===== src/hw/rtl/ddo_pkg.sv =====
`timescale 1ns / 1ps
`default_nettype none

package ddo_pkg;

  localparam int unsigned FRAC_BITS = 16;
  localparam int unsigned DATA_W    = 32;
  localparam int unsigned MUL_W     = 34;
  localparam int unsigned PROD_W    = 2 * MUL_W;
  localparam int unsigned DIV_W     = 64;
  localparam int unsigned DVS_W     = 23;
  localparam int unsigned TRIG_W    = 34;
  localparam int unsigned CORDIC_STEPS = 24;
  localparam int unsigned CFG_IDX_W = 3;
  localparam int unsigned CFG_DATA_W = 22;

  // register indexes
  localparam logic [CFG_IDX_W-1:0] CFG_INPUT_MODE    = 3'd0;
  localparam logic [CFG_IDX_W-1:0] CFG_TICKS_PER_REV = 3'd1;
  localparam logic [CFG_IDX_W-1:0] CFG_WHEEL_RADIUS  = 3'd2;
  localparam logic [CFG_IDX_W-1:0] CFG_AXLE_TRACK    = 3'd3;
  localparam logic [CFG_IDX_W-1:0] CFG_SAMPLE_RATE   = 3'd4;

  // input modes, the unused code behaves as radians
  localparam logic [1:0] MODE_TICKS    = 2'd0;
  localparam logic [1:0] MODE_RADIANS  = 2'd1;
  localparam logic [1:0] MODE_DISTANCE = 2'd2;

  localparam logic [15:0] TICKS_RESET  = 16'd500;
  localparam logic [19:0] RADIUS_RESET = 20'd4260;
  localparam logic [21:0] TRACK_RESET  = 22'd21627;
  localparam logic [15:0] RATE_RESET   = 16'd100;

  // 2pi in Q16.16 and radians to binary turns
  localparam logic signed [MUL_W-1:0] TWO_PI_Q    = 34'sd411774;
  localparam logic signed [MUL_W-1:0] RAD_TO_TURN = 34'sd683565276;
  localparam logic signed [TRIG_W-1:0] CORDIC_GAIN = 34'sd652032874;

  localparam logic signed [PROD_W-1:0] WORD_MAX = PROD_W'(64'sd2147483647);
  localparam logic signed [PROD_W-1:0] WORD_MIN = -PROD_W'(64'sd2147483648);

  typedef enum logic [4:0] {
    S_IDLE, S_ANG, S_ANG_DIV, S_ANG_WAIT, S_TRV, S_TRV_W, S_TURN, S_TURN_WAIT,
    S_ARC, S_ARC_WAIT, S_ROT, S_ROT_WAIT, S_VX, S_VY, S_AX, S_AY, S_VELX,
    S_VELY, S_FIN
  } ddo_state_t;

  typedef struct packed {
    logic                     en;
    logic signed [MUL_W-1:0]  a;
    logic signed [MUL_W-1:0]  b;
  } ddo_mul_req_t;

  typedef struct packed {
    logic                     start;
    logic signed [DIV_W-1:0]  dividend;
    logic [DVS_W-1:0]         divisor;
  } ddo_div_req_t;

  function automatic logic signed [DATA_W-1:0] sat_word(input logic signed [PROD_W-1:0] v);
    logic signed [DATA_W-1:0] r;
    if (v > WORD_MAX) begin
      r = WORD_MAX[DATA_W-1:0];
    end else if (v < WORD_MIN) begin
      r = WORD_MIN[DATA_W-1:0];
    end else begin
      r = v[DATA_W-1:0];
    end
    return r;
  endfunction

  // atan(2^-i) as a fraction of a full turn, 2^32 per turn
  function automatic logic [29:0] atan_turn(input logic [4:0] i);
    logic [29:0] r;
    case (i)
      5'd0:  r = 30'h20000000;
      5'd1:  r = 30'h12E4051E;
      5'd2:  r = 30'h09FB385B;
      5'd3:  r = 30'h051111D4;
      5'd4:  r = 30'h028B0D43;
      5'd5:  r = 30'h0145D7E1;
      5'd6:  r = 30'h00A2F61E;
      5'd7:  r = 30'h00517C55;
      5'd8:  r = 30'h0028BE53;
      5'd9:  r = 30'h00145F2F;
      5'd10: r = 30'h000A2F98;
      5'd11: r = 30'h000517CC;
      5'd12: r = 30'h00028BE6;
      5'd13: r = 30'h000145F3;
      5'd14: r = 30'h0000A2FA;
      5'd15: r = 30'h0000517D;
      5'd16: r = 30'h000028BE;
      5'd17: r = 30'h0000145F;
      5'd18: r = 30'h00000A30;
      5'd19: r = 30'h00000518;
      5'd20: r = 30'h0000028C;
      5'd21: r = 30'h00000146;
      5'd22: r = 30'h000000A3;
      5'd23: r = 30'h00000051;
      default: r = 30'h0;
    endcase
    return r;
  endfunction

endpackage

`default_nettype wire


===== src/hw/rtl/ddo_mul.sv =====
`timescale 1ns / 1ps
`default_nettype none

module ddo_mul
  import ddo_pkg::*;
(
  input  wire logic                       clk,
  input  wire ddo_mul_req_t               req,
  output logic signed [PROD_W-1:0]        prod
);

  // product holds until the next issue
  always_ff @(posedge clk) begin
    if (req.en) begin
      prod <= req.a * req.b;
    end
  end

endmodule

`default_nettype wire


===== config.mk =====
export PLATFORM = sky130hd
export DESIGN_NAME = ddo_mul
export DESIGN_NICKNAME = d
export VERILOG_FILES = /design/src/hw/rtl/ddo_pkg.sv /design/src/hw/rtl/ddo_mul.sv
export SDC_FILE = /design/constraint.sdc
export NUM_CORES = 2
export LEC_CHECK = 0
export ABC_CLOCK_PERIOD_IN_PS = 16300
export BUFFER_PORTS_ARGS = -buffer_cell sky130_fd_sc_hd__buf_2
export CORE_AREA = 8 8 269 271
export DETAILED_ROUTE_END_ITERATION = 8
export DIE_AREA = 0 0 277 279
export MAX_ROUTING_LAYER = met4
export PLACE_DENSITY = 0.82
export REMOVE_ABC_BUFFERS = 1
export SYNTH_ARGS = -nofsm -noshare
export SYNTH_HDL_FRONTEND = slang
export SYNTH_SLANG_ARGS = --single-unit
export TNS_END_PERCENT = 20

===== constraint.sdc =====
create_clock -name clk -period 16.3 [get_ports clk]
set_input_delay 1.63 -clock clk [delete_from_list [all_inputs] [get_ports clk]]
set_output_delay 1.63 -clock clk [all_outputs]
set_load 0.02 [all_outputs]

Word level (Yosys, flattened, before mapping)
Cells that the tools add are included.

Bits in registers: 68. Bits of input ports: 70. Output and inout port bits: 68. Logic and storage cells: 2.

Multiply operators: 1.

Operators by type and width (number): $mul A34 B34 Y68 (1).

Depth between registers and ports, before layout
Word-level depth: 1. Gate-level depth with buffers: 31. Depth with buffers taken out: 29.

Worst setup path before layout
OpenSTA, ideal clock, no wires.

Path type: input to register. From: in req[67] (netlist bit). To: reg prod[65] (data pin). Data arrival time: 8.992 ns. Setup slack: 7.045 ns. Cell stages on the path: 24. Buffers on the path: 2. Cell sequence: clkbuf_1 > nand2_1 > inv_1 > fa_1 > fa_1 > fa_1 > fa_1 > inv_1 > fa_1 > fa_1 > fa_1 > fa_1 > inv_1 > ha_1 > clkdlybuf4s50_2 > nand3_1 > or2_2 > nor2_1 > a221oi_1 > o21ai_0 > a31oi_2 > nor2_2 > o41ai_2 > xnor2_1.

Longest elaborated chain between the ends: 1.

RTL lines: from (decl) (RTL line ddo_mul.sv:8) `input wire ddo_mul_req_t req,`; $mul A34 B34 Y68 (RTL line ddo_mul.sv:15) `prod <= req.a * req.b;`; to (signal assigned) (RTL line ddo_mul.sv:15); to (decl) (RTL line ddo_mul.sv:9) `output logic signed [PROD_W-1:0] prod`.

Every way passes these cells. A chain may end at the register's enable or synchronous reset.

Final worst setup path
From: in req[7] (netlist bit). To: reg prod[66] (data pin).

The elaborated chain is that of the path after synthesis.

==> run summary <==
The boundary pin count came out at between 100 and 150. The flip-flop count of the largest register, all copies and words added came out at 68. Subtracting the final worst setup slack from the clock period gives 9.769 ns. The part of the cycle the worst path needs is between 50% and 60%. Setup repair after global routing left no endpoint under its margin. Cells fill 66.21% of the core in the end. Counting the buffers created by CTS gives 9. The endpoint class of the critical path is a flop. The clock slew seen by the registers of the worst setup and hold paths came out at around 0.07 ns.

The largest net degree at the start of global routing came out at just under 70. The die area came out at between 70,000 and 80,000 um2. Clock tree synthesis selected as its root buffer the cell clkbuf_16. The run finished with clean final reports. The total number of clock tree sinks is between 60 and 70. The final sum of negative setup slack is 0 ns.

The number of buffers inserted by post-CTS setup repair is 0. The Yosys step of the flow raised 0 warnings. The x dimension of the die is 277 um. The register with the most flip-flops is prod.

In this run, post-CTS hold repair placed 0 buffers. The core area is 67,990 um2. The via count of the first global-routing pass came out at around 35,000. The count of final setup violators came out at 0. The depth of the CTS H-tree came out at 3.

The share of synthesized area occupied by flip-flops and latches came out at 4.672%. The cell area after technology mapping came out at about 44,000 um2. In the global route stage, overall resource usage came out at 30.75%. The first detailed-routing pass ran for 6 iterations.

For this run, the post-layout net count is about 6,000. After synthesis, the netlist uses between 60 and 70 different library cells. Dividing the synthesized area by the synthesized cell count gives around 9.6 um2.

The congestion estimate from routability-driven global placement came to roughly 0.97. The first routing iteration left around 1,800 violations. For the pin with the worst max-slew slack, the measured transition is roughly 1.2 ns.

Data on the critical path is required at its endpoint by roughly 16 ns. The number of max-cap violations is 0. The buffer levels on the longest clock path came out at 2. The via density per instance came out at about 5.7. The number of flip-flops and latches in the synthesized netlist is 68. The final-layout fill cell count is around 5,200. The async set-reset flop share out of synthesis came out at 0%. Tracing the worst setup path back leads to its startpoint at req[7]. The most instantiated flip-flop cell in the synthesis netlist is edfxtp_1. The routed length per instance came out at 20.70 um. Once the clock tree was built, the resizer swapped 0 gates to a different size. The post-detailed-route count of antenna-violating nets came out at 0. In this run the worst path has a maximum fanout of 34.

The worst-case headroom to the max-slew limit came out at roughly a fifth. Synthesis produced 4,554 cells. The top cell types in the final layout, fill and taps aside, are 1,241 x fa_1, 1,231 x inv_1, 621 x and2_1. The first-pass GRT wire length came out at between 150,000 and 200,000 um.

The TritonCTS clock tree is done. The detailed-route wire length is 111,300 um. The number of buffer cells added on primary ports is around 140. The number of vias in the routed layout is about 31,000. The max-slew violation count was 0. In the final layout, the share of cells above drive strength 1 is around 4.4%. The initial utilization of the core area, before any placement, comes to between 60% and 70%. The min-delay analysis places its worst path in the category primary input to flop. The initial antenna violation count came out at 2. Static timing analysis puts the maximum clock frequency at approximately 100 MHz. The category of the most critical setup path is primary input to flop. The number of placement rows came out at 96. The placed wire-length estimate after detailed placement is roughly 89,000 um. The largest registers in the layout are prod x68. Data on the critical path arrives at its endpoint at between 9 and 10 ns. The global-route congestion overflow total came out at 0. The library cell used most frequently in the layout, excluding fill and tap cells, is fa_1. The hold path startpoint is req[0].

The number of flops mapped to enable cells by yosys is 68. STA classifies the critical path startpoint as a primary input. For this run, design rule violations remaining after detail routing come to 0.

The overall die height is between 200 and 300 um. The final hold violation count was 0. The area overhead of the layout relative to synthesis is 2.992%.
==> logic make-up (layout without fill, tap and decap cells) <==
group                    Yosys count  after routing  share of synthesized area [%]
buffers and inverters           1460           1397                          12.64
XOR/XNOR                          79             79                          1.583
flip-flops                        68             68                          4.672
AND/OR/NAND/NOR                 1296           1296                          15.13
other                              0              2                              0
AO/OA/AOI/OAI                    206            206                          3.295
adder cells (fa/ha/maj)         1445           1445                          62.68
==> through the flow <==
step           instance area [um2]  cells  hold WS [ns]  worst slack (ns)
6_report                     45020   5375         1.995             6.531
5_1_grt                      45010   5374         1.987             6.017
4_1_cts                      45010   5373         1.973             6.606
3_5_place_dp                 44690   5357         2.076             6.231
3_3_place_gp                 44690   5357         2.075             6.439
2_1_floorplan                42810   4326         1.743             7.569
==> final cells by class <==
| type | count | area [um2] | share of cell area, % |
|---|---|---|---|
| Clock inverter | 7 | 98.84 | 0.2196 |
| Multi-Input combinational cell | 3026 | 36140 | 80.29 |
| Antenna cell | 2 | 5.005 | 0.01112 |
| Clock buffer | 9 | 225.2 | 0.5003 |
| Inverter | 1232 | 4624 | 10.27 |
| Timing Repair Buffer | 149 | 775.7 | 1.723 |
| Tap cell | 882 | 1104 | 2.452 |
| Sequential cell | 68 | 2042 | 4.536 |
==> synth_stat cells (3+ instances only) <==
cell	number	share of area [%]
fa_1	1241	57
inv_1	1231	11
and2_1	621	8.9
nand2_1	542	4.7
clkbuf_1	214	1.8
ha_1	204	5.8
edfxtp_1	68	4.7
a21oi_1	61	0.70
xnor2_1	56	1.1
nor2_1	54	0.46
a21o_1	37	0.64
o21ai_0	31	0.35
xor2_1	23	0.46
nand2b_1	20	0.29
o21bai_1	12	0.21
nand3_1	11	0.13
nand4_1	11	0.16
nor2b_1	9	0.13
a31oi_1	7	0.10
o21ai_1	7	0.080
a211oi_1	6	0.10
and3_1	5	0.072
nor3_1	5	0.057
buf_4	4	0.069
o21a_1	4	0.069
or2_2	4	0.057
a221oi_1	3	0.060
and3_2	3	0.052
o211ai_1	3	0.052
o41ai_1	3	0.060
o41ai_2	3	0.11
==> metal layers <==
metal	track usage [%]	wire, um	share of wire [%]	up-vias
met5	-	0	0	-
met4	14.10	6027	5.4	0
met3	6.361	9255	8.3	453
met2	51.97	56300	51	1461
met1	35.42	39690	36	16040
li1	-	-	-	12720
==> critical path: stages <==
cell,delay [ns]
buf_2,0.61
nand2_1,0.26
inv_1,0.15
fa_1,0.40
inv_1,0.22
fa_1,0.54
inv_1,0.16
fa_1,0.48
fa_1,1.24
fa_1,0.59
fa_1,0.51
fa_1,0.49
inv_1,0.05
fa_1,0.48
inv_1,0.04
ha_1,0.38
and2_1,0.27
nand2_1,0.10
o41ai_1,0.52
a31oi_4,0.09
o31ai_4,0.39
a221oi_2,0.11
xnor2_1,0.13
==> path summary, 6_finish.rpt <==
kind                       end  cells after the start  slack, ns
worst max-delay path  prod[66]                     23       6.53
worst min-delay path   prod[0]                      3       2.00
Power is left out: the tool's default activity adds up to more than one toggle a clock period on the data nets, which glitch-free logic cannot reach.
