==> src/hw/rtl/ddo_pkg.sv <==
`timescale 1ns / 1ps
`default_nettype none

package ddo_pkg;

  localparam int unsigned FRAC_BITS = 16;
  localparam int unsigned DATA_W    = 32;
  localparam int unsigned MUL_W     = 34;
  localparam int unsigned PROD_W    = 2 * MUL_W;
  localparam int unsigned DIV_W     = 64;
  localparam int unsigned DVS_W     = 23;
  localparam int unsigned TRIG_W    = 34;
  localparam int unsigned CORDIC_STEPS = 24;
  localparam int unsigned CFG_IDX_W = 3;
  localparam int unsigned CFG_DATA_W = 22;

  // register indexes
  localparam logic [CFG_IDX_W-1:0] CFG_INPUT_MODE    = 3'd0;
  localparam logic [CFG_IDX_W-1:0] CFG_TICKS_PER_REV = 3'd1;
  localparam logic [CFG_IDX_W-1:0] CFG_WHEEL_RADIUS  = 3'd2;
  localparam logic [CFG_IDX_W-1:0] CFG_AXLE_TRACK    = 3'd3;
  localparam logic [CFG_IDX_W-1:0] CFG_SAMPLE_RATE   = 3'd4;

  // input modes, the unused code behaves as radians
  localparam logic [1:0] MODE_TICKS    = 2'd0;
  localparam logic [1:0] MODE_RADIANS  = 2'd1;
  localparam logic [1:0] MODE_DISTANCE = 2'd2;

  localparam logic [15:0] TICKS_RESET  = 16'd500;
  localparam logic [19:0] RADIUS_RESET = 20'd4260;
  localparam logic [21:0] TRACK_RESET  = 22'd21627;
  localparam logic [15:0] RATE_RESET   = 16'd100;

  // 2pi in Q16.16 and radians to binary turns
  localparam logic signed [MUL_W-1:0] TWO_PI_Q    = 34'sd411774;
  localparam logic signed [MUL_W-1:0] RAD_TO_TURN = 34'sd683565276;
  localparam logic signed [TRIG_W-1:0] CORDIC_GAIN = 34'sd652032874;

  localparam logic signed [PROD_W-1:0] WORD_MAX = PROD_W'(64'sd2147483647);
  localparam logic signed [PROD_W-1:0] WORD_MIN = -PROD_W'(64'sd2147483648);

  typedef enum logic [4:0] {
    S_IDLE, S_ANG, S_ANG_DIV, S_ANG_WAIT, S_TRV, S_TRV_W, S_TURN, S_TURN_WAIT,
    S_ARC, S_ARC_WAIT, S_ROT, S_ROT_WAIT, S_VX, S_VY, S_AX, S_AY, S_VELX,
    S_VELY, S_FIN
  } ddo_state_t;

  typedef struct packed {
    logic                     en;
    logic signed [MUL_W-1:0]  a;
    logic signed [MUL_W-1:0]  b;
  } ddo_mul_req_t;

  typedef struct packed {
    logic                     start;
    logic signed [DIV_W-1:0]  dividend;
    logic [DVS_W-1:0]         divisor;
  } ddo_div_req_t;

  function automatic logic signed [DATA_W-1:0] sat_word(input logic signed [PROD_W-1:0] v);
    logic signed [DATA_W-1:0] r;
    if (v > WORD_MAX) begin
      r = WORD_MAX[DATA_W-1:0];
    end else if (v < WORD_MIN) begin
      r = WORD_MIN[DATA_W-1:0];
    end else begin
      r = v[DATA_W-1:0];
    end
    return r;
  endfunction

  // atan(2^-i) as a fraction of a full turn, 2^32 per turn
  function automatic logic [29:0] atan_turn(input logic [4:0] i);
    logic [29:0] r;
    case (i)
      5'd0:  r = 30'h20000000;
      5'd1:  r = 30'h12E4051E;
      5'd2:  r = 30'h09FB385B;
      5'd3:  r = 30'h051111D4;
      5'd4:  r = 30'h028B0D43;
      5'd5:  r = 30'h0145D7E1;
      5'd6:  r = 30'h00A2F61E;
      5'd7:  r = 30'h00517C55;
      5'd8:  r = 30'h0028BE53;
      5'd9:  r = 30'h00145F2F;
      5'd10: r = 30'h000A2F98;
      5'd11: r = 30'h000517CC;
      5'd12: r = 30'h00028BE6;
      5'd13: r = 30'h000145F3;
      5'd14: r = 30'h0000A2FA;
      5'd15: r = 30'h0000517D;
      5'd16: r = 30'h000028BE;
      5'd17: r = 30'h0000145F;
      5'd18: r = 30'h00000A30;
      5'd19: r = 30'h00000518;
      5'd20: r = 30'h0000028C;
      5'd21: r = 30'h00000146;
      5'd22: r = 30'h000000A3;
      5'd23: r = 30'h00000051;
      default: r = 30'h0;
    endcase
    return r;
  endfunction

endpackage

`default_nettype wire

==> src/hw/rtl/ddo_div.sv <==
`timescale 1ns / 1ps
`default_nettype none

module ddo_div
  import ddo_pkg::*;
(
  input  wire logic                  clk,
  input  wire logic                  rst,
  input  wire ddo_div_req_t          req,
  output logic                       done,
  output logic signed [DIV_W-1:0]    quotient
);

  logic                busy;
  logic [5:0]          cnt;
  logic                neg;
  logic [DIV_W-1:0]    quo;
  logic [DVS_W-1:0]    rem;
  logic [DVS_W-1:0]    dvs;
  logic [DVS_W:0]      rem_sh;
  logic [DVS_W:0]      rem_sub;
  logic                take;

  assign rem_sh  = {rem, quo[DIV_W-1]};
  assign rem_sub = rem_sh - {1'b0, dvs};
  assign take    = rem_sh >= {1'b0, dvs};

  // truncating signed quotient, divisor is always positive
  assign quotient = neg ? -$signed(quo) : $signed(quo);

  always_ff @(posedge clk) begin
    if (rst) begin
      busy <= 1'b0;
      done <= 1'b0;
      cnt  <= '0;
    end else begin
      done <= 1'b0;
      if (req.start) begin
        busy <= 1'b1;
        cnt  <= '0;
      end else if (busy) begin
        cnt <= cnt + 6'd1;
        if (cnt == 6'd63) begin
          busy <= 1'b0;
          done <= 1'b1;
        end
      end
    end
  end

  always_ff @(posedge clk) begin
    if (req.start) begin
      neg <= req.dividend[DIV_W-1];
      quo <= req.dividend[DIV_W-1] ? DIV_W'(-req.dividend) : DIV_W'(req.dividend);
      rem <= '0;
      dvs <= req.divisor;
    end else if (busy) begin
      rem <= take ? rem_sub[DVS_W-1:0] : rem_sh[DVS_W-1:0];
      quo <= {quo[DIV_W-2:0], take};
    end
  end

endmodule

`default_nettype wire

==> config.mk <==
export PLATFORM = sky130hd
export DESIGN_NAME = ddo_div
export DESIGN_NICKNAME = d
export VERILOG_FILES = /design/src/hw/rtl/ddo_pkg.sv /design/src/hw/rtl/ddo_div.sv
export SDC_FILE = /design/constraint.sdc
export NUM_CORES = 1
export LEC_CHECK = 0
export BUFFER_PORTS_ARGS = -buffer_cell sky130_fd_sc_hd__buf_2
export CORE_AREA = 2 2 117 130
export CTS_CLUSTER_DIAMETER = 50
export DETAILED_ROUTE_END_ITERATION = 16
export DIE_AREA = 0 0 119 132
export HOLD_SLACK_MARGIN = 0.06
export PLACE_DENSITY_LB_ADDON = 0.15
export SYNTH_ARGS = -nofsm -noshare
export SYNTH_HDL_FRONTEND = slang
export SYNTH_SLANG_ARGS = --single-unit
==> constraint.sdc <==
create_clock -name clk -period 12.7 [get_ports clk]
set_clock_uncertainty 0.05 [all_clocks]
set_input_delay 2.54 -clock clk [delete_from_list [all_inputs] [get_ports clk]]
set_output_delay 2.54 -clock clk [all_outputs]
set_load 0.03 [all_outputs]
## After elaboration in Yosys (flattened, before gate mapping)

Index checks and enable logic that the tools add are counted.

- Output and inout port bits: 65
- Input bits: 90
- Word-level logic and storage cells: 26
- Bits in registers: 119

- Bitwise gates (word level): 1
- Add/subtract/negate cells: 4
- $lt $le $gt $ge: 1
- Reductions and logical operators: 3
- Multiplexer cells: 9
- Eq/ne operators: 1

Operators with widths:

| operator | count |
|---|---|
| $mux W64 | 4 |
| $neg A64 Y64 | 2 |
| $ge A24 B23 Y1 | 1 |
| $mux W23 | 1 |
| $sub A23 B23 Y23 | 1 |
| $add A6 B1 Y6 const B | 1 |
| $eq A6 B6 Y1 const B | 1 |
| $mux W1 | 4 |
| $reduce_or A3 Y1 | 1 |
| $reduce_bool A2 Y1 | 1 |
| $reduce_or A2 Y1 | 1 |
| $not A1 Y1 | 1 |

## Depth between registers and ports, before layout

- Depth in word-level cells: 4
- Gate-level depth with buffers: 12
- Depth with buffers taken out: 11

## Least setup slack after synthesis

No wires, ideal clock.

- Kind: flip-flop to output port
- Start: register quo[17]
- End: output quotient[54]
- Cell stages (with the launch flop): 11
- Slack: 6.711 ns
- Path buffers: 2
- Data arrival time: 3.399 ns
- Cell sequence: edfxtp_1 or4_4 or4_4 nor4b_4 nand2_2 or3_1 buf_2 or3_1 buf_6 o41ai_4 xnor2_1

- Longest elaborated chain between the ends: 2

RTL lines:

| element | RTL line | source |
|---|---|---|
| start: declaration | ddo_div.sv:17 | `logic [DIV_W-1:0] quo;` |
| start signal: assignment | ddo_div.sv:54 | `quo <= req.dividend[DIV_W-1] ? DIV_W'(-req.dividend) : DIV_W'(req.dividend);` |
| start signal: assignment | ddo_div.sv:59 | `quo <= {quo[DIV_W-2:0], take};` |
| $neg A64 Y64 | ddo_div.sv:29 | `assign quotient = neg ? -$signed(quo) : $signed(quo);` |
| $mux W64 | ddo_div.sv:29 |  |
| end: declaration | ddo_div.sv:11 | `output logic signed [DIV_W-1:0] quotient` |

Every way passes these cells.

## Final worst setup path

- Start: register quo[16]
- End: output quotient[54]

The elaborated chain is that of the path after synthesis.

==> impl_metrics.csv <==
group,metric,value,unit
min_path,min_delay_path_depth,2,
detailed_routing,drt_first_pass_iters,5,
placed_design,gp_congestion,0.871,
floorplan,die-area,15700,µm²
worst_setup_path,path_class,"register to output pin",
timing,worst_pin_slew,0.922,ns
worst_setup_path,r2r_cells,11,
logic_synthesis,syn_avg_cell_area,9.20,µm²
min_path,hp-start,"cnt[5]",
placed_design,dp_hpwl,14.6,mm
global_route,grt.total_usage,0.255,
cells_and_area,final_nets,1176,
cts,cts_setup_buffers,0,
timing,setup_viol_count_final,0,
floorplan,io-pin-count,155,
logic_synthesis,netlist_top_cells_count,"96 x nor2_1, 88 x edfxtp_1, 81 x a21oi_1, 76 x xnor2_1, 68 x xor2_1",
worst_setup_path,critical_path_required,10.11,ns
timing,post-route-period-util,0.526,
run_status,status,"complete, no violations",
floorplan,die_y,132,µm
timing,fmax,0.150,GHz
timing,rsz0062_at_grt,"no",
logic_synthesis,syn_inst,925,
power,p_per_area,134,nW/µm²
min_path,min_path_type,"register to register",
logic_synthesis,synthArstFlopShare,0,
cells_and_area,synthToLayoutAreaGrowth,18.2,%
worst_setup_path,r2r-end,"rem[14]",
detailed_routing,wire_per_inst,16.0,µm
min_path,min_to,"cnt[5]",
power,leakage,3.95,nW
detailed_routing,wirelength,20.3,mm
logic_synthesis,synth_warnings,0,
worst_setup_path,rrSetupSlack,9.53,ns
global_route,grt_antenna_before_repair,1,
cells_and_area,fin_area,10100,µm²
detailed_routing,viasPerCell,5.85,
cells_and_area,n_antenna_cell,0,
detailed_routing,drtIter0Drc,565,
logic_synthesis,synth_area_leaders,"edfxtp_1 31%, xnor2_1 7.8%, dfxtp_1 7.3%",
timing,period_needed,6.68,ns
power,intPower,0.926,mW
timing,drv_slew,0,
cts,ctsResizeCount,0,
cells_and_area,nFillCells,1120,
cts,clock_latency,0.42,ns
cts,cts.clk_slew.worst_paths,0.06,ns
power,p_comb_frac,0.247,
worst_setup_path,arrival,4.09,ns
global_route,grt_start_max_net_pins,97,
cts,clock-sinks,119,
logic_synthesis,ys.flop_type,"edfxtp_1",
worst_setup_path,crit_path_end_kind,"output pin",
cts,cts_tree,"done",
detailed_routing,vias,7395,
floorplan,start_util,0.594,
logic_synthesis,synth_top_area_share,0.311,
worst_setup_path,regToRegStartpoint,"quo[63]",
cells_and_area,drive_gt1_frac,0.216,
power,power.switching,0.424,mW
timing,tns,0,ns
detailed_routing,ant_nets,0,
floorplan,core.rowCount,46,
power,swShare,0.314,
logic_synthesis,synth.distinct_cells,57,
cts,cts.path.max_buffers,2,
logic_synthesis,synth_nets,1042,
logic_synthesis,synth-seq-cells,119,
power,power_frac_seq,0.370,
floorplan,die_w,119,µm
placed_design,place.port_buffers,154,
power,clkPwrFrac,0.383,
cts,root_buffer,"clkbuf_16",
logic_synthesis,yosysTopAreaCell,"edfxtp_1",
cts,ctsHoldBuffers,0,
global_route,grt_pass1_vias,6741,
timing,finalHoldViolCount,0,
timing,slew_headroom,0.385,
logic_synthesis,synth_edf_count,88,
cts,h-tree-depth,4,
global_route,grt_pass1_wl,32.6,mm
detailed_routing,drc_errors,0,
logic_synthesis,post-synth-top-count-cell,"nor2_1",
placed_design,place_area,9400,µm²
logic_synthesis,seq_area_frac_synth,0.383,
global_route,gr-total-overflow,0,
logic_synthesis,syn_area,8510,µm²
flow_run,maxCapViolCount,0,
worst_setup_path,critPathLaunchType,"register",
cts,cts_buffers,17,
worst_setup_path,cp_max_fo,8,
power,ir_drop,0.101,mV
floorplan,core_area,14300,µm²
## power by group through the flow
stage / Clock (mW) / Combinational (mW) / Sequential [mW]
global route: 0.539 / 0.361 / 0.505
detailed placement: 0 / 0.331 / 0.507
floorplan: 0 / 0.244 / 0.495
CTS: 0.524 / 0.334 / 0.499
finish: 0.518 / 0.333 / 0.500
global placement: 0 / 0.326 / 0.506
## sequential cells by signal, summed over array words and instances, names as in the netlist
signal / flops
neg: 1
quo: 64
dvs: 23
cnt: 6
rem: 23
busy: 1
done: 1
## area by class of cell
type / instances / area (µm²) / share of cell area
Clock inverter: 5 / 32.5 / 0.00323
Tap cell: 192 / 240 / 0.0239
Clock buffer: 27 / 632 / 0.0628
Sequential cell: 119 / 3260 / 0.324
Timing Repair Buffer: 161 / 826 / 0.0821
Multi-Input combinational cell: 724 / 4930 / 0.490
Inverter: 36 / 135 / 0.0134
## layout by cell type, fill, tap and decap left out, types with 24 or more instances in the layout
cell type	synthesis	final
o21ai_0	67	67
inv_1	36	35
ha_1	26	26
o31ai_1	34	34
clkbuf_16	0	24
nand2_1	57	57
nor2_1	96	96
dfxtp_1	31	31
a21oi_1	81	81
xor2_1	68	68
xnor2_1	76	76
edfxtp_1	88	88
buf_2	2	153
## logic make-up (layout without fill, tap and decap cells)
kind of cell,count (synthesis),in the layout,synth area share
simple gates,270,270,0.162
fa+ha+maj,27,27,0.0406
flops,119,119,0.383
xor+xnor,144,144,0.148
compound gates,260,260,0.199
buf+inv,82,229,0.0378
mux,23,23,0.0288
## worst max-delay path by stage
stage	from	end	cells after the start
floorplan	quo[17]	quotient[54]	10
global placement	quo[17]	quotient[54]	9
detailed placement	quo[16]	quotient[54]	9
CTS	quo[16]	quotient[54]	9
global route	quo[6]	quotient[53]	9
finish	quo[16]	quotient[54]	9
## worst max-delay path, cell delays in order, from the launching register on
cell	delay [ns]
edfxtp_1	0.44
or4_4	0.56
or4_4	0.46
nor4b_4	0.31
nand2_2	0.13
or3_1	0.47
or3_1	0.57
o41ai_4	0.35
xnor2_1	0.15
buf_2	0.21
## metrics by stage
step           std cells  total power [mW]  hold WS (ns)  utilization  setup WS [ns]
2_1_floorplan        925             0.740         0.400            -           6.71
4_1_cts             1264              1.36         0.448        0.702           6.02
6_report            1264              1.35         0.443        0.702           6.02
5_1_grt             1264              1.40         0.468        0.702           5.80
3_3_place_gp        1232             0.832         0.424        0.656           6.52
3_5_place_dp        1232             0.838         0.440        0.656           6.47
## per-layer routing
metal | global-route usage | up-vias | routed length, µm
li1 | - | 3698 | -
met1 | 0.332 | 3415 | 8780
met2 | 0.429 | 254 | 10000
met3 | 0.0458 | 28 | 1170
met4 | 0.0820 | 0 | 286
met5 | 0 | - | 0
(Power assumes the default switching activity.)
