$ cat config.mk
export PLATFORM = sky130hd
export DESIGN_NAME = ddo_cordic
export DESIGN_NICKNAME = d
export VERILOG_FILES = /design/src/hw/rtl/ddo_pkg.sv /design/src/hw/rtl/ddo_cordic.sv
export SDC_FILE = /design/constraint.sdc
export NUM_CORES = 1
export LEC_CHECK = 0
export BUFFER_PORTS_ARGS = -buffer_cell sky130_fd_sc_hd__buf_2
export CELL_PAD_IN_SITES_DETAIL_PLACEMENT = 0
export CELL_PAD_IN_SITES_GLOBAL_PLACEMENT = 1
export CORE_ASPECT_RATIO = 0.9
export CORE_MARGIN = 3
export CORE_UTILIZATION = 25
export CTS_BUF_LIST = sky130_fd_sc_hd__clkbuf_16
export CTS_CLUSTER_SIZE = 8
export DETAILED_ROUTE_END_ITERATION = 8
export GPL_TIMING_DRIVEN = 0
export PLACE_DENSITY = 0.57
export SLEW_MARGIN = 20
export SYNTH_ARGS = -nofsm -noshare
export SYNTH_HDL_FRONTEND = slang
export SYNTH_SLANG_ARGS = --single-unit
$ cat constraint.sdc
create_clock -name clk -period 5.6 [get_ports clk]
set_input_delay 0.28 -clock clk [delete_from_list [all_inputs] [get_ports clk]]
set_output_delay 0.28 -clock clk [all_outputs]
set_load 0.05 [all_outputs]
$ cat src/hw/rtl/ddo_pkg.sv
`timescale 1ns / 1ps
`default_nettype none

package ddo_pkg;

  localparam int unsigned FRAC_BITS = 16;
  localparam int unsigned DATA_W    = 32;
  localparam int unsigned MUL_W     = 34;
  localparam int unsigned PROD_W    = 2 * MUL_W;
  localparam int unsigned DIV_W     = 64;
  localparam int unsigned DVS_W     = 23;
  localparam int unsigned TRIG_W    = 34;
  localparam int unsigned CORDIC_STEPS = 24;
  localparam int unsigned CFG_IDX_W = 3;
  localparam int unsigned CFG_DATA_W = 22;

  // register indexes
  localparam logic [CFG_IDX_W-1:0] CFG_INPUT_MODE    = 3'd0;
  localparam logic [CFG_IDX_W-1:0] CFG_TICKS_PER_REV = 3'd1;
  localparam logic [CFG_IDX_W-1:0] CFG_WHEEL_RADIUS  = 3'd2;
  localparam logic [CFG_IDX_W-1:0] CFG_AXLE_TRACK    = 3'd3;
  localparam logic [CFG_IDX_W-1:0] CFG_SAMPLE_RATE   = 3'd4;

  // input modes, the unused code behaves as radians
  localparam logic [1:0] MODE_TICKS    = 2'd0;
  localparam logic [1:0] MODE_RADIANS  = 2'd1;
  localparam logic [1:0] MODE_DISTANCE = 2'd2;

  localparam logic [15:0] TICKS_RESET  = 16'd500;
  localparam logic [19:0] RADIUS_RESET = 20'd4260;
  localparam logic [21:0] TRACK_RESET  = 22'd21627;
  localparam logic [15:0] RATE_RESET   = 16'd100;

  // 2pi in Q16.16 and radians to binary turns
  localparam logic signed [MUL_W-1:0] TWO_PI_Q    = 34'sd411774;
  localparam logic signed [MUL_W-1:0] RAD_TO_TURN = 34'sd683565276;
  localparam logic signed [TRIG_W-1:0] CORDIC_GAIN = 34'sd652032874;

  localparam logic signed [PROD_W-1:0] WORD_MAX = PROD_W'(64'sd2147483647);
  localparam logic signed [PROD_W-1:0] WORD_MIN = -PROD_W'(64'sd2147483648);

  typedef enum logic [4:0] {
    S_IDLE, S_ANG, S_ANG_DIV, S_ANG_WAIT, S_TRV, S_TRV_W, S_TURN, S_TURN_WAIT,
    S_ARC, S_ARC_WAIT, S_ROT, S_ROT_WAIT, S_VX, S_VY, S_AX, S_AY, S_VELX,
    S_VELY, S_FIN
  } ddo_state_t;

  typedef struct packed {
    logic                     en;
    logic signed [MUL_W-1:0]  a;
    logic signed [MUL_W-1:0]  b;
  } ddo_mul_req_t;

  typedef struct packed {
    logic                     start;
    logic signed [DIV_W-1:0]  dividend;
    logic [DVS_W-1:0]         divisor;
  } ddo_div_req_t;

  function automatic logic signed [DATA_W-1:0] sat_word(input logic signed [PROD_W-1:0] v);
    logic signed [DATA_W-1:0] r;
    if (v > WORD_MAX) begin
      r = WORD_MAX[DATA_W-1:0];
    end else if (v < WORD_MIN) begin
      r = WORD_MIN[DATA_W-1:0];
    end else begin
      r = v[DATA_W-1:0];
    end
    return r;
  endfunction

  // atan(2^-i) as a fraction of a full turn, 2^32 per turn
  function automatic logic [29:0] atan_turn(input logic [4:0] i);
    logic [29:0] r;
    case (i)
      5'd0:  r = 30'h20000000;
      5'd1:  r = 30'h12E4051E;
      5'd2:  r = 30'h09FB385B;
      5'd3:  r = 30'h051111D4;
      5'd4:  r = 30'h028B0D43;
      5'd5:  r = 30'h0145D7E1;
      5'd6:  r = 30'h00A2F61E;
      5'd7:  r = 30'h00517C55;
      5'd8:  r = 30'h0028BE53;
      5'd9:  r = 30'h00145F2F;
      5'd10: r = 30'h000A2F98;
      5'd11: r = 30'h000517CC;
      5'd12: r = 30'h00028BE6;
      5'd13: r = 30'h000145F3;
      5'd14: r = 30'h0000A2FA;
      5'd15: r = 30'h0000517D;
      5'd16: r = 30'h000028BE;
      5'd17: r = 30'h0000145F;
      5'd18: r = 30'h00000A30;
      5'd19: r = 30'h00000518;
      5'd20: r = 30'h0000028C;
      5'd21: r = 30'h00000146;
      5'd22: r = 30'h000000A3;
      5'd23: r = 30'h00000051;
      default: r = 30'h0;
    endcase
    return r;
  endfunction

endpackage

`default_nettype wire

$ cat src/hw/rtl/ddo_cordic.sv
`timescale 1ns / 1ps
`default_nettype none

module ddo_cordic
  import ddo_pkg::*;
(
  input  wire logic                  clk,
  input  wire logic                  rst,
  input  wire logic                  start,
  input  wire logic [31:0]           angle,
  output logic                       done,
  output logic signed [TRIG_W-1:0]   sin_val,
  output logic signed [TRIG_W-1:0]   cos_val
);

  logic                     busy;
  logic [4:0]               idx;
  logic [1:0]               quad;
  logic signed [TRIG_W-1:0] x;
  logic signed [TRIG_W-1:0] y;
  logic signed [32:0]       z;
  logic signed [TRIG_W-1:0] dx;
  logic signed [TRIG_W-1:0] dy;
  logic signed [32:0]       step;

  assign dx   = y >>> idx;
  assign dy   = x >>> idx;
  assign step = $signed({3'b000, atan_turn(idx)});

  always_ff @(posedge clk) begin
    if (rst) begin
      busy <= 1'b0;
      done <= 1'b0;
      idx  <= '0;
    end else begin
      done <= 1'b0;
      if (start) begin
        busy <= 1'b1;
        idx  <= '0;
      end else if (busy) begin
        idx <= idx + 5'd1;
        if (idx == 5'(CORDIC_STEPS - 1)) begin
          busy <= 1'b0;
          done <= 1'b1;
        end
      end
    end
  end

  always_ff @(posedge clk) begin
    if (start) begin
      x    <= CORDIC_GAIN;
      y    <= '0;
      z    <= $signed({3'b000, angle[29:0]});
      quad <= angle[31:30];
    end else if (busy) begin
      if (!z[32]) begin
        x <= x - dx;
        y <= y + dy;
        z <= z - step;
      end else begin
        x <= x + dx;
        y <= y - dy;
        z <= z + step;
      end
    end
  end

  // rotate the first-quadrant result back into place
  always_comb begin
    case (quad)
      2'd0: begin
        cos_val = x;
        sin_val = y;
      end
      2'd1: begin
        cos_val = -y;
        sin_val = x;
      end
      2'd2: begin
        cos_val = -x;
        sin_val = -y;
      end
      default: begin
        cos_val = y;
        sin_val = -x;
      end
    endcase
  end

endmodule

`default_nettype wire

* After elaboration in Yosys (flattened, before gate mapping)
Memories as Yosys holds them, arrays and structs flattened. A register that Yosys moved wholly into a read port is not among the register bits.
Cells that the tools add are included.
** Cells by class
- Add/subtract/negate cells :: 9
- $mul :: 0
- Divide/modulo/power cells :: 0
- $lt $le $gt $ge :: 0
- Equal/unequal tests :: 3
- Shift-type cells :: 2
- Mux-type cells :: 13
- Bitwise logic cells :: 1
- Reduce and logical (&&, ||, !) cells :: 4
** Operator list (count)
- 34-bit case mux with 3 select lines :: 2
- 34-bit adder :: 2
- 34-bit 2-to-1 mux :: 2
- 34-bit negation :: 2
- 34-bit by 5-bit >>> shifter with 34-bit output :: 2
- 34-bit subtractor :: 2
- 30-bit 2-to-1 mux :: 2
- 33-bit by 31-bit adder with 33-bit output :: 1
- 33-bit 2-to-1 mux :: 1
- 33-bit by 31-bit subtractor with 33-bit output :: 1
- 5-bit 2-to-1 mux :: 2
- 5-bit by 1-bit adder with 5-bit output, second input constant :: 1
- 5-bit == test, second input constant :: 1
- 1-bit 2-to-1 mux :: 4
- 3-bit OR reduction :: 1
- 2-bit by 1-bit == test with 1-bit output, second input constant :: 1
- 2-bit == test, second input constant :: 1
- 2-bit zero test :: 1
- 2-bit nonzero test :: 1
- 2-bit OR reduction :: 1
- 1-bit inverter :: 1
** Word-level totals
- Flip-flop bits (word level) :: 110
- Latch bits :: 0
- Bits in writable memories :: 0
- Memory bits (read-only) :: 960
- Output and inout port bits :: 69
- Memories kept :: 1
** Memory list
- (no name shown) :: words 32, bits a word 30, rd ports 1, clocked after Yosys merged registers in 1, write ports 0, line ddo_pkg.sv:75 : case (i)

* Logic depth before layout (Yosys ltp)
Gate-level depths: netlist (run 1).
- Depth in word-level cells :: 4
- Depth in mapped cells :: 32
- Mapped depth without buffers :: 26

* Worst setup path before layout (run 1)
OpenSTA, ideal clock, no wires.
- Path type :: register to register
- From :: reg idx[0]
- To :: reg y[33]
- Library setup time :: 0.071 ns
- Arrival time :: 5.813 ns
- Data required time :: 5.529 ns
- Slack :: -0.284 ns
- Cell stages (with the launch flop) :: 28
- Period minus slack after synthesis :: 5.884 ns
- Cell sequence :: dfxtp_1 -> buf_4 -> buf_6 -> buf_2 -> mux4_1 -> a32o_1 -> a2111oi_2 -> ha_1 -> nor2b_1 -> nand2_1 -> nor2_1 -> and3_1 -> buf_2 -> mux2i_1 -> nand2_1 -> a22oi_1 -> ha_1 -> a21o_1 -> a21o_1 -> a21o_1 -> a211oi_1 -> nor2_1 -> a211o_1 -> a21boi_0 -> o2111ai_1 -> xnor2_1 -> a21o_1 -> a21oi_1
** Between the ends
- Word-level cells in the longest chain between the ends :: 3
- Elaborated cells on any way between the ends :: 4
** RTL lines
- from (decl) :: line ddo_cordic.sv:17 : logic [4:0] idx;
- from (signal assigned) :: line ddo_cordic.sv:41 : idx <= idx + 5'd1;
- 34-bit by 5-bit >>> shifter with 34-bit output * :: line ddo_cordic.sv:27 : assign dy = x >>> idx;
- 34-bit adder / 34-bit subtractor (equally long branches) :: line ddo_cordic.sv:59, ddo_cordic.sv:63
- 34-bit 2-to-1 mux * :: line ddo_cordic.sv:57 : if (!z[32]) begin
- to (signal assigned) :: line ddo_cordic.sv:59 : y <= y + dy;
- to (signal assigned) :: line ddo_cordic.sv:63 : y <= y - dy;
- to (decl) :: line ddo_cordic.sv:20 : logic signed [TRIG_W-1:0] y;
Every way passes the cells marked *; elsewhere a longest branch is shown, timed or not.
A chain may end at the register's enable or synchronous reset.

* Worst setup path in the final report (run 1)
- From :: reg x[20]
- To :: reg y[29]
** Between the ends
- Word-level cells in the longest chain between the ends :: 3
- Elaborated cells on any way between the ends :: 4
** RTL lines
- from (decl) :: line ddo_cordic.sv:19 : logic signed [TRIG_W-1:0] x;
- from (signal assigned) :: line ddo_cordic.sv:58 : x <= x - dx;
- from (signal assigned) :: line ddo_cordic.sv:62 : x <= x + dx;
- 34-bit by 5-bit >>> shifter with 34-bit output * :: line ddo_cordic.sv:27
- 34-bit adder / 34-bit subtractor (equally long branches) :: line ddo_cordic.sv:59, ddo_cordic.sv:63
- 34-bit 2-to-1 mux * :: line ddo_cordic.sv:57
Marks and branches as above.

==> results of run 1 <==
==> power groups by stage <==
stage | Combinational (mW) | Clock (mW) | Sequential [mW]
after floorplan | 7.71 | 0 | 1.50
after global placement | 10.4 | 0 | 1.68
after detailed placement | 10.4 | 0 | 1.68
after CTS | 11.8 | 1.18 | 1.67
after global routing | 13.7 | 1.20 | 1.71
final | 12.8 | 1.15 | 1.69
==> kinds of logic after synthesis <==
logic type	after synthesis
buf+inv	271
xor+xnor	262
fa+ha+maj	114
flops	140
compound gates	739
mux	234
simple gates	798
==> critical path: stages (launching register included) <==
cell,delay (ns)
dfxtp_1,0.45
clkbuf_2,0.36
mux4_1,0.37
nor2_1,0.07
a221oi_1,0.62
o22ai_1,0.35
a21oi_2,0.41
nor4_4,0.07
buf_6,0.17
buf_4,0.16
a21oi_1,0.23
xor2_2,0.41
ha_1,0.36
o21a_1,0.20
o21bai_1,0.16
a21oi_2,0.09
o21a_1,0.18
o31a_1,0.20
a211o_1,0.36
buf_4,0.14
buf_4,0.13
a21oi_4,0.14
o21ai_2,0.07
xor2_1,0.15
mux2i_1,0.14
nor2_1,0.05
==> synth_stat cells (all sizes together), types with 7 or more instances <==
master	n	area [um^2]
mux2i	93	963
nor2	266	1000
o21ai	169	846
or4	16	135
ha	111	1390
or3	17	121
nand3	39	195
nor4	19	168
dfxtp	108	2160
o21a	17	128
a21boi	9	67.6
o41ai	7	61.3
a22o	11	96.3
and2	24	150
a22oi	13	97.6
a221oi	13	133
mux2	42	477
nand4	14	100
buf	70	497
clkbuf	136	534
o221ai	8	70.1
xnor2	166	1460
o22ai	19	119
edfxtp	32	961
nand2	241	905
o21bai	21	158
and3	22	138
xor2	96	841
nand2b	31	194
a21o	53	398
o211ai	17	128
o31a	8	70.1
or2	9	56.3
inv	62	233
nor3	45	235
mux4	99	2290
a211oi	35	280
o31ai	21	158
a21oi	223	1120
nor2b	33	206
a31oi	38	238
==> placed cells by master (no fill, tap or decap), types with 32 or more instances in the layout <==
cell type / synthesis / final
dfxtp_1: 108 / 104
clkbuf_1: 133 / 87
nor3_1: 43 / 40
edfxtp_1: 32 / 32
xnor2_1: 165 / 151
ha_1: 111 / 99
a31oi_1: 38 / 34
nor2_1: 264 / 249
a21oi_1: 223 / 191
nand3_1: 39 / 36
nand2_1: 241 / 233
xor2_1: 96 / 86
mux4_2: 83 / 87
o21ai_0: 168 / 148
inv_1: 62 / 61
buf_2: 24 / 111
buf_4: 16 / 131
buf_6: 9 / 40
mux2_2: 40 / 36
a21o_1: 53 / 53
mux2i_1: 89 / 72
==> final cells by class <==
cell class,count,share of cell area
sequential,140,0.120
antenna,1,0.0000961
timing repair buffer,259,0.0718
clock inverter,15,0.00451
tap,1050,0.0504
inverter,65,0.00965
buffer,201,0.0550
clock buffer,17,0.0163
multi-input combinational,2147,0.672
==> sequential cells by signal, summed over array words and instances, names as in the netlist <==
name  count
done      1
z        33
y        34
step     30
quad      2
idx       5
x        34
busy      1
==> layer usage <==
| layer | share of wire | vias up |
|---|---|---|
| li1 | - | 9980 |
| met1 | 0.45 | 11500 |
| met2 | 0.43 | 1124 |
| met3 | 0.084 | 211 |
| met4 | 0.035 | 4 |
| met5 | 0.00023 | - |
==> what timing repair did <==
item / CTS / global route
hold endpoints to repair: 5 / 0
setup endpoints to repair: 65 / 39
pin swaps: 119 / 119
cloned: 1 / 1
resized for setup: 354 / 116
setup buffers: 102 / 48
hold buffers: 4 / 0
==> through the flow <==
step / utilization / power, mW / hold WS, ns / cell area (um^2)
finish: 0.325 / 15.7 / 0.0588 / 26100
global route: 0.325 / 16.6 / 0.0526 / 26000
CTS: 0.314 / 14.7 / 0.0229 / 25200
detailed placement: 0.279 / 12.1 / 0.465 / 22300
global placement: 0.278 / 12.1 / 0.459 / 22300
floorplan: - / 9.21 / 0.352 / 20500
==> how the worst max path moves through the flow <==
stage	startpoint	end	slack [ns]	cells after the start
after floorplan	idx[0]	y[33]	0.007	27
after global placement	idx[4]	x[33]	-2.94	24
after detailed placement	idx[4]	x[33]	-2.88	24
after CTS	idx[1]	y[33]	-0.36	31
after global routing	idx[0]	y[33]	-0.67	31
final	x[20]	y[29]	-0.61	25
==> metrics.md, run 1 <==
| Metric | Value |
|---|---|
| Final slew viol count | `0` |
| Multi-input gate area in the final layout | `17500 um^2` |
| Failing checks | `negative setup slack` |
| F_max | `161 MHz` |
| Core ar. | `80200 um^2` |
| Longest Clk Path Bufs | `2` |
| Fill count | `8549` |
| Sw frac | `0.547` |
| Final #Nets | `2980` |
| CP required | `5.96 ns` |
| Synth Area in Adders | `0.0710` |
| Flip-flop and latch area | `3140 um^2` |
| Clk slew on worst S/H paths | `0.07 ns` |
| Slew HR | `0.201` |
| Most Crowded Layer GR | `met2` |
| Post-Syn Instances | `2558` |
| DR iter-0 viols | `2424` |
| Routed WL | `114000 um` |
| Part of the power in registers | `0.108` |
| Standard-cell rows | `98` |
| Outcome | `complete, but fails checks` |
| Asr flop ratio synth | `0` |
| Least-Margin Pin Slew | `1.20 ns` |
| I/O Pins | `104` |
| M2 GR Usage | `0.390` |
| Mean Syn Cell Area | `7.98 um^2` |
| Net switching power | `8.56 mW` |
| CTS tree | `done` |
| Netlist cell types | `107` |
| Clock Skew | `0.0125 ns` |
| First-pass DRT Iterations | `5` |
| Clk network pwr share | `0.073` |
| Crit path time final | `6.21 ns` |
| PD cells | `601 nW/um^2` |
| Largest family of logic cells by synthesized area | `compound AO/OA/AOI/OAI gates` |
| Die area | `85100 um^2` |
| Initial antenna violation count | `7` |
| First-pass GRT wire length | `162000 um` |
| Skew-Pair Late Insertion Delay | `0.50 ns` |
| Post-Synth Simple-Gate Area | `0.187` |
| Post-DP HPWL | `87900 um` |
| Die height | `277 um` |
| Combinational power share | `0.819` |
| H-tree depth | `4` |
| GRT Total Usage | `0.260` |
| Hold endpoint | `z[21]` |
| Setup violators final | `29` |
| Post-placement setup slack | `-2.88 ns` |
| XOR/XNOR share of the synthesized area | `0.113` |
| Number of synthesized flops with an enable pin | `32` |
| Met3 Usage GRT | `0.0510` |
| CP Max Fanout | `10` |
| CTS buffer count | `17` |
| Hold Crit Class | `primary input to flip-flop` |
| Setup CP Type | `flip-flop to flip-flop` |
| Mapped Area | `20400 um^2` |
| Final hold vios | `0` |
| Input/output buffers | `103` |
| Reg2reg start | `x[20]` |
| Element type at the critical path end | `flip-flop` |
| Crit path arrival time | `6.56 ns` |
| Die Wd | `307 um` |
| Total negative slack | `-9.06 ns` |
| Register area share after synthesis | `0.153` |
| Startpoint types | `flip-flop` |
| Starting density of the core | `0.254` |
| Syn. warnings | `0` |
| Final antenna-violating net count | `0` |
| Vias in the first global route | `21900` |
| GRT overflow | `0` |
| Post-placement cell count | `3715` |
| Peak supply drop | `297 uV` |
| Gpl congestion | `0.987` |
| Vias | `22900` |
| Area growth syn-to-layout | `27.7%` |
| Met1 Resource Use GR | `0.369` |
| R2R cell count | `25` |
| Largest net degree at the start of global routing | `31` |
| Share of layout cells above drive strength 1 | `0.268` |
| Hold Crit Start | `angle[21]` |
| CTS sink cnt | `140` |
| Synth Area in Compound Gates | `0.231` |
| Post-route insts no fill | `3895` |
| Ys flop type | `dfxtp_1` |
| RSZ-0062 raised after global routing | `yes` |
| Hold path depth | `3` |
| Post-synth net total | `2707` |
| Number of synthesized register bits | `140` |
| Drt wl/cell | `29.3 um` |
| Vias per cell | `5.87` |
| Lkg Pwr | `10.3 nW` |
| Tcrit/Tclk final | `1.11` |
| Reg-to-reg critical path endpoint | `y[29]` |
| Post-synthesis mux area share | `0.183` |
| DRC errors left | `0` |
| Reg-to-reg slack, setup | `-0.61 ns` |
| Root Buffer | `clkbuf_16` |
| Max-Cap Viols | `0` |
| Fin worst setup slack | `-0.607 ns` |
| Int Pwr | `7.09 mW` |
Power figures use the tool's default switching activity.
==> run 2, diff against run 1 <==
--- a/config.mk
+++ b/config.mk
@@ -5,7 +5,6 @@
 export SDC_FILE = /design/constraint.sdc
 export NUM_CORES = 1
 export LEC_CHECK = 0
-export BUFFER_PORTS_ARGS = -buffer_cell sky130_fd_sc_hd__buf_2
 export CELL_PAD_IN_SITES_DETAIL_PLACEMENT = 0
 export CELL_PAD_IN_SITES_GLOBAL_PLACEMENT = 1
 export CORE_ASPECT_RATIO = 0.9
@@ -14,8 +13,9 @@
 export CTS_BUF_LIST = sky130_fd_sc_hd__clkbuf_16
 export CTS_CLUSTER_SIZE = 8
 export DETAILED_ROUTE_END_ITERATION = 8
+export DONT_BUFFER_PORTS = 1
 export GPL_TIMING_DRIVEN = 0
-export PLACE_DENSITY = 0.57
+export PLACE_DENSITY = 0.56
 export SLEW_MARGIN = 20
 export SYNTH_ARGS = -nofsm -noshare
 export SYNTH_HDL_FRONTEND = slang
==> constraint.sdc (replaced) <==
create_clock -name clk -period 5.6 [get_ports clk]
set_input_delay 1.12 -clock clk [delete_from_list [all_inputs] [get_ports clk]]
set_output_delay 1.12 -clock clk [all_outputs]
set_load 0.05 [all_outputs]
==> run 2 against run 1 <==
  * The flow still finishes with violations (negative setup slack)
  * Sequential power is essentially flat
  * Count of clock-buffer cells in the layout is the same
  * Core utilization about the same
  * Register-to-register slack improved by 0.07 ns
  * Clock skew grew 0.011 ns
  * Global-route usage about the same
  * Worst hold slack improved by 0.45 ns
==> metrics.md, run 2 (same netlist as run 1, synthesis figures left out) <==
| Metric | Value |
|---|---|
| Longest Clk Path Bufs | `2` |
| Post-placement cell count | `3612` |
| Hold slack | `0.505 ns` |
| Post-route insts no fill | `3815` |
| Hold Crit Class | `flip-flop to flip-flop` |
| Fin worst setup slack | `-0.541 ns` |
| Post-DP HPWL | `88300 um` |
| CP required | `6.01 ns` |
| Final hold vios | `0` |
| Initial antenna violation count | `4` |
| Input/output buffers | `0` |
| H-tree depth | `4` |
| Vias in the first global route | `21700` |
| Final slew viol count | `0` |
| Share of layout cells above drive strength 1 | `0.266` |
| Total power | `16.0 mW` |
| DR iter-0 viols | `2562` |
| CP Max Fanout | `7` |
| Setup violators final | `29` |
| Clk slew on worst S/H paths | `0.07 ns` |
| First-pass DRT Iterations | `6` |
| Reg-to-reg critical path endpoint | `y[33]` |
| Count of hold-fix buffers inserted at cts | `0` |
| Largest net degree at the start of global routing | `31` |
| Total negative slack | `-8.64 ns` |
| F_max | `163 MHz` |
| Crit path time final | `6.14 ns` |
| Post-layout util | `0.325` |
| Die Wd | `307 um` |
| Worst Setup SP | `idx[1]` |
| Crit path to | `y[33]` |
| Crit-path max cell delay | `0.56 ns` |
| Reg-to-reg slack, setup | `-0.54 ns` |
| Peak supply drop | `252 uV` |
| Standard-cell rows | `98` |
| Final #Nets | `2899` |
| Root Buffer | `clkbuf_16` |
| CTS buffer count | `17` |
| I/O Pins | `104` |
| Fin area | `26100 um^2` |
| PD cells | `614 nW/um^2` |
| Final antenna-violating net count | `0` |
| R2R cell count | `31` |
| Max-Cap Viols | `0` |
| CTS sink cnt | `140` |
| Setup CP Type | `flip-flop to flip-flop` |
| RSZ-0062 raised after global routing | `yes` |
| Die height | `277 um` |
| CTS tree | `done` |
| Tcrit/Tclk final | `1.10` |
| Post-placement setup slack | `-3.26 ns` |
| Vias | `22400` |
| Commonest non-fill, non-tap cell in the layout | `nor2_1` |
| GRT Total Usage | `0.260` |
| Element type at the critical path end | `flip-flop` |
| Die area | `85100 um^2` |
| GRT overflow | `0` |
| Largest registers | `x (34), y (34), z (33)` |
| Vias per cell | `5.87` |
| Slowest CP cell | `mux4_2` |
| CP most frequent cell | `buf_12` |
| Startpoint types | `flip-flop` |
| Most frequent cells in the layout | `246 x nor2_1, 234 x nand2_1, 186 x a21oi_1, 159 x buf_4, 148 x xnor2_1` |
| DRC errors left | `0` |
| Routed WL | `114000 um` |
| Gpl congestion | `1.02` |
| Crit path arrival time | `6.55 ns` |
| Least-Margin Pin Slew | `1.22 ns` |
| Drt wl/cell | `30.0 um` |
| Starting density of the core | `0.254` |
| Lkg Pwr | `10.0 nW` |
| DP Area | `21800 um^2` |
| Core ar. | `80200 um^2` |
| Skew-Pair Late Insertion Delay | `0.50 ns` |
| Reg2reg start | `idx[1]` |
| Clock Skew | `0.0239 ns` |
| Area growth syn-to-layout | `27.7%` |
| Slew HR | `0.190` |
| Outcome | `complete, but fails checks` |
| Failing checks | `negative setup slack` |
| First-pass GRT wire length | `162000 um` |
## run 2: cell count changes in the layout (fill, tap and decap cells not counted), moves of 6 or more
cell | before | now
o21ai_1 | 15 | 45
buf_2 | 111 | 8
a21oi_4 | 4 | 11
buf_4 | 131 | 159
o21ai_0 | 148 | 113
clkbuf_2 | 24 | 15
xnor2_2 | 11 | 17
## run 2: layer usage
layer  global-route usage  share of wire
met5                    0        0.00020
met4                0.105          0.043
met3               0.0473          0.073
met2                0.392           0.43
met1                0.365           0.45
## run 2: repair_timing
action                                  in CTS  in global routing
resized for setup                          401                154
gates cloned                                 3                  0
endpoints found under the setup margin      81                 50
pin swaps                                  103                116
setup buffers                              122                 50
## run 2: final cells by class
| class | instances | area (um^2) |
|---|---|---|
| clock buffers | 17 | 425 |
| diodes | 2 | 5.00 |
| fillers | 8468 | 54100 |
| clock inverters | 15 | 153 |
| inverters | 65 | 248 |
| flip-flops and latches | 140 | 3150 |
| repair buffers | 177 | 1510 |
| plain buffers | 202 | 1440 |
| well taps | 1050 | 1310 |
| multi-input cells | 2147 | 17800 |
## run 2: worst min-delay path by stage
stage                     endpoint  startpoint  cells after the start
final                        z[31]       z[31]                      1
after global routing         z[31]       z[31]                      1
after CTS                    z[31]       z[31]                      1
after detailed placement     z[31]       z[31]                      1
after global placement       z[31]       z[31]                      1
after floorplan              z[31]       z[31]                      1
## run 2: worst max-delay path, delay by kind of cell, from the launching register on
kind	cells	cell delay, ns
AO/OA/AOI/OAI	10	2.19
XOR/XNOR	1	0.22
adder cells (fa/ha/maj)	2	0.41
buffers and inverters	6	0.77
flip-flops	1	0.38
multiplexers	3	0.96
AND/OR/NAND/NOR	9	1.14
## run 2: report_power, final
part	leakage [nW]	internal (mW)	switching, mW
clock	0.283	0.628	0.592
combinational	8.53	5.26	7.85
sequential	1.21	1.34	0.328
